$ cat src/hw/rtl/cbf_pkg.sv
// Shared types and constants of the cubic Bezier flattener.
package cbf_pkg;

   // Field widths fixed by the interface
   localparam int COORD_W = 16;
   localparam int THR_W   = 15;
   localparam int LEVEL_W = 3;
   localparam int WORD_W  = 32;
   // headroom for the de Casteljau sums before they wrap back to 32 bits
   localparam int EXT_W   = WORD_W + 3;
   localparam int N_WORDS = 8;

   // Defaults for the top level parameters
   localparam int MAX_DEPTH_DEF = 5;
   localparam int FRAC_BITS_DEF = 16;

   localparam logic [THR_W-1:0] THR_RESET = THR_W'(2);

   typedef logic signed [COORD_W-1:0] coord_type;
   typedef logic signed [WORD_W-1:0]  word_type;

   // index 2*j+k holds control point j, axis k (0 = x, 1 = y)
   typedef word_type [N_WORDS-1:0] curve_type;

   typedef struct packed {
      coord_type p0_x;
      coord_type p0_y;
      coord_type p1_x;
      coord_type p1_y;
      coord_type p2_x;
      coord_type p2_y;
      coord_type p3_x;
      coord_type p3_y;
   } req_payload_type;

   typedef struct packed {
      coord_type out_x;
      coord_type out_y;
      logic      last_point;
      logic      depth_capped;
   } rsp_payload_type;

   // One pending right half and its subdivision level
   typedef struct packed {
      logic [LEVEL_W-1:0] level;
      curve_type          curve;
   } stack_row_type;

   // Access request to the pending stack
   typedef struct packed {
      logic               wr_en;
      logic               rd_en;
      logic [LEVEL_W-1:0] addr;
   } stack_ctl_type;

endpackage

$ cat src/hw/rtl/cbf_split.sv
// De Casteljau split of one cubic subcurve into its left and right halves.
module cbf_split (
   input  cbf_pkg::curve_type cur,
   output cbf_pkg::curve_type left_half,
   output cbf_pkg::curve_type right_half
);
   import cbf_pkg::*;

   // Same arithmetic on both axes; all shifts truncate toward minus infinity
   for (genvar k = 0; k < 2; k++) begin : g_axis
      logic signed [EXT_W-1:0] a, b, d, e;
      logic signed [EXT_W-1:0] b8, d8, mid;
      logic signed [EXT_W-1:0] l1, l2, r1, r2;

      assign a  = EXT_W'($signed(cur[k]));
      assign b  = EXT_W'($signed(cur[2+k]));
      assign d  = EXT_W'($signed(cur[4+k]));
      assign e  = EXT_W'($signed(cur[6+k]));
      assign b8 = b >>> 3;
      assign d8 = d >>> 3;

      assign mid = (a >>> 3) + (b8 <<< 1) + b8 + (d8 <<< 1) + d8 + (e >>> 3);
      assign l1  = (a >>> 1) + (b >>> 1);
      assign l2  = (a >>> 2) + (b >>> 1) + (d >>> 2);
      assign r1  = (e >>> 2) + (d >>> 1) + (b >>> 2);
      assign r2  = (e >>> 1) + (d >>> 1);

      // results wrap to 32 bits like the stored words
      assign left_half[k]    = cur[k];
      assign left_half[2+k]  = l1[WORD_W-1:0];
      assign left_half[4+k]  = l2[WORD_W-1:0];
      assign left_half[6+k]  = mid[WORD_W-1:0];
      assign right_half[k]   = mid[WORD_W-1:0];
      assign right_half[2+k] = r1[WORD_W-1:0];
      assign right_half[4+k] = r2[WORD_W-1:0];
      assign right_half[6+k] = cur[6+k];
   end

endmodule

$ cat src/hw/rtl/cbf_stack.sv
// Pending-half stack: one synchronous memory row per subdivision level.
module cbf_stack #(
   parameter int MAX_DEPTH = cbf_pkg::MAX_DEPTH_DEF
) (
   input  logic                   clock,
   input  cbf_pkg::stack_ctl_type ctl,
   input  cbf_pkg::stack_row_type wr_row,
   output cbf_pkg::stack_row_type rd_row
);
   import cbf_pkg::*;

   localparam int IDX_W = (MAX_DEPTH > 1) ? $clog2(MAX_DEPTH) : 1;

   stack_row_type         mem [MAX_DEPTH];
   stack_row_type         rd_row_ff;
   logic [IDX_W-1:0]      idx;

   assign idx = ctl.addr[IDX_W-1:0];

   // write port
   always_ff @(posedge clock) begin
      if (ctl.wr_en) begin
         mem[idx] <= wr_row;
      end
   end

   // registered read port
   always_ff @(posedge clock) begin
      if (ctl.rd_en) begin
         rd_row_ff <= mem[idx];
      end
   end

   assign rd_row = rd_row_ff;

endmodule

$ cat src/hw/rtl/cubic_bezier_flattener.sv
// Top level of the cubic Bezier flattener: control sequencer and output register.
//
// Usage:
//  - req_*: one cubic curve per transfer, four signed 16-bit control points.
//  - rsp_*: polyline vertices. The start point comes first, then the rounded
//    end point of every flat subcurve in depth-first order; last_point marks
//    the final vertex, depth_capped marks a leaf forced flat by the depth limit.
//  - csr_*: flat_threshold in whole pixels, written whenever csr_wr_en is high.
// Timing:
//  - The start point is on rsp in the cycle after the request transfer.
//  - Each visited subcurve passes a bounding box step, then a test and split
//    or emit step; each pop from the stack memory adds a read step.
//  - One curve is in flight at a time; req_ready rises again once the
//    sequencer is idle and the output register can take the next start point.
// Reset: synchronous, clears the sequencer, stack pointer and output valid,
// and sets flat_threshold to 2. The stack memory needs no clearing.
// Stall: a leaf waits while the output register is full and rsp_ready is low.
module cubic_bezier_flattener #(
   parameter int MAX_DEPTH = cbf_pkg::MAX_DEPTH_DEF,
   parameter int FRAC_BITS = cbf_pkg::FRAC_BITS_DEF
) (
   input  logic                     clock,
   input  logic                     reset,
   input  logic                     req_valid,
   output logic                     req_ready,
   input  cbf_pkg::req_payload_type req_data,
   output logic                     rsp_valid,
   input  logic                     rsp_ready,
   output cbf_pkg::rsp_payload_type rsp_data,
   input  logic                     csr_wr_en,
   input  logic [cbf_pkg::THR_W-1:0] csr_wr_data
);
   import cbf_pkg::*;

   localparam int SPAN_W = WORD_W + 1;
   localparam int RND_W  = WORD_W + 1;

   typedef enum logic [3:0] {
      ST_IDLE    = 4'b0001,
      ST_MEASURE = 4'b0010,
      ST_EVAL    = 4'b0100,
      ST_POP     = 4'b1000
   } state_type;

   state_type          state_ff, state_in;
   curve_type          curve_ff, curve_in;
   logic [LEVEL_W-1:0] level_ff, level_in;
   logic [LEVEL_W-1:0] sp_ff, sp_in;
   word_type           min_x_ff, min_x_in, max_x_ff, max_x_in;
   word_type           min_y_ff, min_y_in, max_y_ff, max_y_in;
   logic [THR_W-1:0]   thr_ff, thr_in;
   logic               rsp_valid_ff, rsp_valid_in;
   rsp_payload_type    rsp_data_ff, rsp_data_in;

   curve_type          left_half, right_half;
   stack_ctl_type      stack_ctl;
   stack_row_type      stack_wr_row, stack_rd_row;

   logic               slot_free;
   logic               req_xfer;
   logic [SPAN_W-1:0]  span_x, span_y, thr_fix;
   logic               box_flat, leaf;

   function automatic word_type min2(word_type a, word_type b);
      return (a < b) ? a : b;
   endfunction

   function automatic word_type max2(word_type a, word_type b);
      return (a > b) ? a : b;
   endfunction

   function automatic word_type scale_in(coord_type c);
      return WORD_W'($signed(c)) <<< FRAC_BITS;
   endfunction

   // round half up from fixed point, then saturate to 16 bits
   function automatic coord_type round_sat(word_type v);
      logic signed [RND_W-1:0] sum;
      logic signed [RND_W-1:0] q;
      coord_type               r;
      sum = RND_W'(v) + (RND_W'(1) <<< (FRAC_BITS - 1));
      q   = sum >>> FRAC_BITS;
      if (q > RND_W'(32767)) begin
         r = coord_type'(16'sh7FFF);
      end else if (q < -RND_W'(32768)) begin
         r = coord_type'(16'sh8000);
      end else begin
         r = q[COORD_W-1:0];
      end
      return r;
   endfunction

   cbf_split u_split (
      .cur        (curve_ff),
      .left_half  (left_half),
      .right_half (right_half)
   );

   cbf_stack #(
      .MAX_DEPTH (MAX_DEPTH)
   ) u_stack (
      .clock  (clock),
      .ctl    (stack_ctl),
      .wr_row (stack_wr_row),
      .rd_row (stack_rd_row)
   );

   // handshake
   assign slot_free = !rsp_valid_ff || rsp_ready;
   assign req_ready = (state_ff == ST_IDLE) && slot_free;
   assign req_xfer  = req_valid && req_ready;
   assign rsp_valid = rsp_valid_ff;
   assign rsp_data  = rsp_data_ff;

   // flatness test on the registered bounding box
   assign span_x   = SPAN_W'($signed(max_x_ff)) - SPAN_W'($signed(min_x_ff));
   assign span_y   = SPAN_W'($signed(max_y_ff)) - SPAN_W'($signed(min_y_ff));
   assign thr_fix  = SPAN_W'(thr_ff) << FRAC_BITS;
   assign box_flat = (span_x < thr_fix) || (span_y < thr_fix);
   assign leaf     = box_flat || (level_ff >= LEVEL_W'(MAX_DEPTH));

   assign stack_wr_row.level = LEVEL_W'(level_ff + 1'b1);
   assign stack_wr_row.curve = right_half;

   // threshold register
   always_comb begin
      thr_in = csr_wr_en ? csr_wr_data : thr_ff;
   end

   // sequencer
   always_comb begin
      state_in     = state_ff;
      curve_in     = curve_ff;
      level_in     = level_ff;
      sp_in        = sp_ff;
      min_x_in     = min_x_ff;
      max_x_in     = max_x_ff;
      min_y_in     = min_y_ff;
      max_y_in     = max_y_ff;
      rsp_valid_in = rsp_valid_ff && !rsp_ready;
      rsp_data_in  = rsp_data_ff;
      stack_ctl    = '0;

      case (state_ff)
         ST_IDLE: begin
            if (req_xfer) begin
               curve_in[0] = scale_in(req_data.p0_x);
               curve_in[1] = scale_in(req_data.p0_y);
               curve_in[2] = scale_in(req_data.p1_x);
               curve_in[3] = scale_in(req_data.p1_y);
               curve_in[4] = scale_in(req_data.p2_x);
               curve_in[5] = scale_in(req_data.p2_y);
               curve_in[6] = scale_in(req_data.p3_x);
               curve_in[7] = scale_in(req_data.p3_y);
               level_in    = '0;
               sp_in       = '0;
               rsp_valid_in             = 1'b1;
               rsp_data_in.out_x        = req_data.p0_x;
               rsp_data_in.out_y        = req_data.p0_y;
               rsp_data_in.last_point   = 1'b0;
               rsp_data_in.depth_capped = 1'b0;
               state_in    = ST_MEASURE;
            end
         end
         ST_MEASURE: begin
            min_x_in = min2(min2(curve_ff[0], curve_ff[2]), min2(curve_ff[4], curve_ff[6]));
            max_x_in = max2(max2(curve_ff[0], curve_ff[2]), max2(curve_ff[4], curve_ff[6]));
            min_y_in = min2(min2(curve_ff[1], curve_ff[3]), min2(curve_ff[5], curve_ff[7]));
            max_y_in = max2(max2(curve_ff[1], curve_ff[3]), max2(curve_ff[5], curve_ff[7]));
            state_in = ST_EVAL;
         end
         ST_EVAL: begin
            if (leaf) begin
               // emit the end point once the output register can take it
               if (slot_free) begin
                  rsp_valid_in             = 1'b1;
                  rsp_data_in.out_x        = round_sat(curve_ff[6]);
                  rsp_data_in.out_y        = round_sat(curve_ff[7]);
                  rsp_data_in.last_point   = (sp_ff == '0);
                  rsp_data_in.depth_capped = !box_flat;
                  if (sp_ff == '0) begin
                     state_in = ST_IDLE;
                  end else begin
                     sp_in           = LEVEL_W'(sp_ff - 1'b1);
                     stack_ctl.rd_en = 1'b1;
                     stack_ctl.addr  = LEVEL_W'(sp_ff - 1'b1);
                     state_in        = ST_POP;
                  end
               end
            end else begin
               // push the right half, continue on the left half
               stack_ctl.wr_en = 1'b1;
               stack_ctl.addr  = sp_ff;
               sp_in           = LEVEL_W'(sp_ff + 1'b1);
               level_in        = LEVEL_W'(level_ff + 1'b1);
               curve_in        = left_half;
               state_in        = ST_MEASURE;
            end
         end
         ST_POP: begin
            curve_in = stack_rd_row.curve;
            level_in = stack_rd_row.level;
            state_in = ST_MEASURE;
         end
         default: begin
            state_in = ST_IDLE;
         end
      endcase
   end

   // control registers
   always_ff @(posedge clock) begin
      if (reset) begin
         state_ff     <= ST_IDLE;
         level_ff     <= '0;
         sp_ff        <= '0;
         thr_ff       <= THR_RESET;
         rsp_valid_ff <= 1'b0;
      end else begin
         state_ff     <= state_in;
         level_ff     <= level_in;
         sp_ff        <= sp_in;
         thr_ff       <= thr_in;
         rsp_valid_ff <= rsp_valid_in;
      end
   end

   // payload registers
   always_ff @(posedge clock) begin
      curve_ff    <= curve_in;
      min_x_ff    <= min_x_in;
      max_x_ff    <= max_x_in;
      min_y_ff    <= min_y_in;
      max_y_ff    <= max_y_in;
      rsp_data_ff <= rsp_data_in;
   end

   // stack never holds more halves than levels
   a_sp_bound: assert property (@(posedge clock) disable iff (reset)
      sp_ff <= LEVEL_W'(MAX_DEPTH))
      else $error("stack pointer beyond depth limit");

   // depth of the subcurve in work never passes the limit
   a_level_bound: assert property (@(posedge clock) disable iff (reset)
      level_ff <= LEVEL_W'(MAX_DEPTH))
      else $error("subdivision level beyond depth limit");

   // a pop always loads data read in the previous cycle
   a_pop_read: assert property (@(posedge clock) disable iff (reset)
      (state_ff == ST_POP) |-> $past(stack_ctl.rd_en))
      else $error("pop without stack read");

   // a push never overlaps a pop on the stack memory
   a_stack_port: assert property (@(posedge clock) disable iff (reset)
      !(stack_ctl.wr_en && stack_ctl.rd_en))
      else $error("stack read and write in one cycle");

   // the final vertex of a curve leaves the sequencer idle
   a_last_idle: assert property (@(posedge clock) disable iff (reset)
      (state_ff == ST_EVAL && leaf && slot_free && sp_ff == '0) |=>
         (state_ff == ST_IDLE && rsp_valid_ff && rsp_data_ff.last_point))
      else $error("last vertex without return to idle");

endmodule
$ cat config.mk
export PLATFORM = sky130hd
export DESIGN_NAME = cubic_bezier_flattener
export DESIGN_NICKNAME = d
export VERILOG_FILES = /design/src/hw/rtl/cbf_pkg.sv /design/src/hw/rtl/cbf_split.sv /design/src/hw/rtl/cbf_stack.sv /design/src/hw/rtl/cubic_bezier_flattener.sv
export SDC_FILE = /design/constraint.sdc
export NUM_CORES = 2
export LEC_CHECK = 0
export ABC_AREA = 0
export BUFFER_PORTS_ARGS = -buffer_cell sky130_fd_sc_hd__buf_2
export CORE_AREA = 2 2 665 336
export DETAILED_ROUTE_END_ITERATION = 7
export DIE_AREA = 0 0 667 338
export GPL_TIMING_DRIVEN = 0
export PLACE_DENSITY = 0.68
export SYNTH_ARGS = -nofsm -noshare
export SYNTH_HDL_FRONTEND = slang
export SYNTH_SLANG_ARGS = --single-unit
$ cat constraint.sdc
create_clock -name clock -period 45.3 [get_ports clock]
set_input_delay 4.53 -clock clock [delete_from_list [all_inputs] [get_ports clock]]
set_output_delay 4.53 -clock clock [all_outputs]
set_load 0.01 [all_outputs]
==> impl_metrics.tcl <==
set metrics [dict create \
    regArea_mm2 0.0597 \
    irDropWorstVdd_v 0.0000824 \
    post-route-cell-area_mm2 0.122 \
    grt_pass1_vias 75100 \
    finalSetupViolations 0 \
    async_reset_ff_share_pct 0 \
    fmax_mhz 87.1 \
    cts.sink_count 1998 \
    grt_max_degree 48 \
    remaining_drc_errors 0 \
    utilization_pct 55.7 \
    criticalPathCategory "reg -> reg" \
    syn_area_mm2 0.110 \
    coreArea_mm2 0.220 \
    worstPathMaxFanout 10 \
    drive_gt1_share_pct 10.7 \
    syn_nets 10100 \
    synth_seq_cells 1998 \
    place_hpwl_um 358000 \
    finalSetupTns_ns 0 \
    fill_cells 18100 \
    synth_edf_count 1972 \
    slowest_delay_ns 1.07 \
    dr.pass1.iters 7 \
    finalHoldViolCount 0 \
    gp_congestion 1.07 \
    cts_buffers 184 \
    clk_pin_slew_worst_paths_ns 0.07 \
    yosysWarnings 0 \
    grt_setup_unrepaired "no" \
    critPathLaunchType "register" \
    grt_overflow 0 \
    p_per_area_mw_per_mm2 56.1 \
    io_pins 184 \
    max_cap_viol_count 8 \
    antenna_found_initial 36 \
    synth_area_per_cell_um2 12.3 \
    endpoint_kind "register" \
    via_per_inst 6.53 \
    cp_slowest_cell "nor4_1" \
    cts_tree "built" \
    post_cts_buffers 0 \
    insertion_delay_ns 0.90 \
    cts_root_buffer "clkbuf_16" \
    clockBufferDepth 4 \
    final_common_cell "edfxtp_1" \
    grt_pass1_wl_um 608000 \
    outcome "complete, but fails checks" \
    skew_ns 0.0810 \
    fin_hold_ws_ns 0.498 \
    dieArea_mm2 0.225 \
    min_period_ns 11.48 \
    initial_core_util_pct 49.8 \
    vias 82000 \
    setup_slack_ns 33.82 \
    synth_ff_type "edfxtp_1" \
    cts_resized 0 \
    cts-htree-levels 4 \
    arrival_ns 12.10 \
    io_buffers 182 \
    die_w_um 667 \
    worstMarginPinSlew_ns 1.67 \
    fin_crit_sh_pct 25.3 \
    cts_hold_buffers 0 \
    wl_per_cell_um 36.0 \
    drt_iter0_drc 14800 \
    ys_seq_area_share_pct 54.5 \
    final_cell_mix "1972 x edfxtp_1, 942 x a21oi_1, 837 x inv_1" \
    violations "capacitance limit, slew limit" \
    yosysUniqueCellTypes 84 \
    dpl_cell_area_mm2 0.116 \
    die_h_um 338 \
    num_rows 122 \
    place_ws_ns 34.58 \
    cpMostUsedCell "clkbuf_1" \
    grtUsageTotal_pct 39.5 \
    ant_nets 0 \
    multi_input_area_mm2 0.0454 \
    postSynthCellCount 8891 \
    hold_path_class "reg -> reg" \
    p_leak_nw 47.5 \
    finalWirelength_um 452000 \
    slew_headroom_pct -11.1 \
    worst_ep_required_time_ns 45.92 \
    syn_to_final_growth_pct 11.8 \
    slew_viol_final 73 \
    fin_nets 10600 \
]
-- synthesized netlist by cell type, drive strengths merged, types with 84 or more instances --
cell type     n  area (um^2)
a21oi       944         4720
nor2        425         1600
o21ai       288         1440
nand2       547         2050
xnor2       217         1900
ha          664         8310
xor2         95          832
mux2i       305         3050
a22oi       101          758
edfxtp     1972        59200
inv         837         3140
clkbuf      245          920
buf         105          482
fa          362         7250
o21bai       84          631
nor3         91          455
a21o        148         1110
mux2        244         2750
o22ai       240         1500
-- through the flow --
step                power, mW  cells
floorplan                4.14   8891
global placement         5.07  12000
detailed placement       5.13  12200
CTS                      6.71  12500
global route             7.08  12500
finish                   6.87  12600
-- layer usage --
metal,up-vias,routed length (um),global-route usage [%]
met3,546,92400,23.5
met2,6536,152000,44.4
li1,33900,-,-
met1,41100,197000,61.3
met5,-,519,1.31
met4,18,10900,8.98
-- report_power, final --
group          internal, mW  switching, mW  total [mW]
registers              2.47          0.161        2.63
clock network         0.865          0.741        1.61
logic                 0.808           1.83        2.64
-- sequential cells by signal, indices dropped and copies added (netlist names), 32 cells and up --
register,count
max_x_ff,32
u_stack.rd_row,259
min_y_ff,32
rsp_data,34
u_stack.mem,1295
min_x_ff,32
max_y_ff,32
curve_ff,256
-- final timing paths --
path / start / endpoint / slack (ns) / cells past startpoint
hold reg to reg: thr_ff[4] / thr_ff[4] / 0.50 / 2
setup / recovery: curve_ff[92] / max_x_ff[12] / 33.82 / 30
hold / removal: thr_ff[4] / thr_ff[4] / 0.50 / 2
setup reg to reg: curve_ff[92] / max_x_ff[12] / 33.82 / 30
-- final cells by class --
type	instances	share of cell area [%]
multi-input combinational	5706	37.0
sequential	1998	48.8
inverter	837	2.57
tap	2914	2.98
antenna	28	0.0572
timing repair buffer	393	2.61
buffer	350	1.18
clock inverter	107	0.853
clock buffer	221	3.94
-- logic make-up (layout without fill, tap and decap cells) --
| kind of cell | count (synthesis) | after routing | share of synthesized area [%] |
|---|---|---|---|
| xor+xnor | 312 | 312 | 2.49 |
| compound gates | 2251 | 2251 | 12.7 |
| flops | 1998 | 1998 | 54.5 |
| mux | 549 | 549 | 5.30 |
| buf+inv | 1187 | 1908 | 4.15 |
| simple gates | 1568 | 1568 | 6.63 |
| fa+ha+maj | 1026 | 1026 | 14.2 |
| other cells | 0 | 28 | 0 |
-- worst max-delay path, delay by kind of cell, from the launching register on --
kind | cells | cell delay [ns]
fa+ha+maj | 2 | 0.62
compound gates | 10 | 3.23
xor+xnor | 1 | 0.16
mux | 2 | 0.77
flops | 1 | 0.88
buf+inv | 7 | 3.15
simple gates | 8 | 2.42
(Power assumes the default switching activity.)
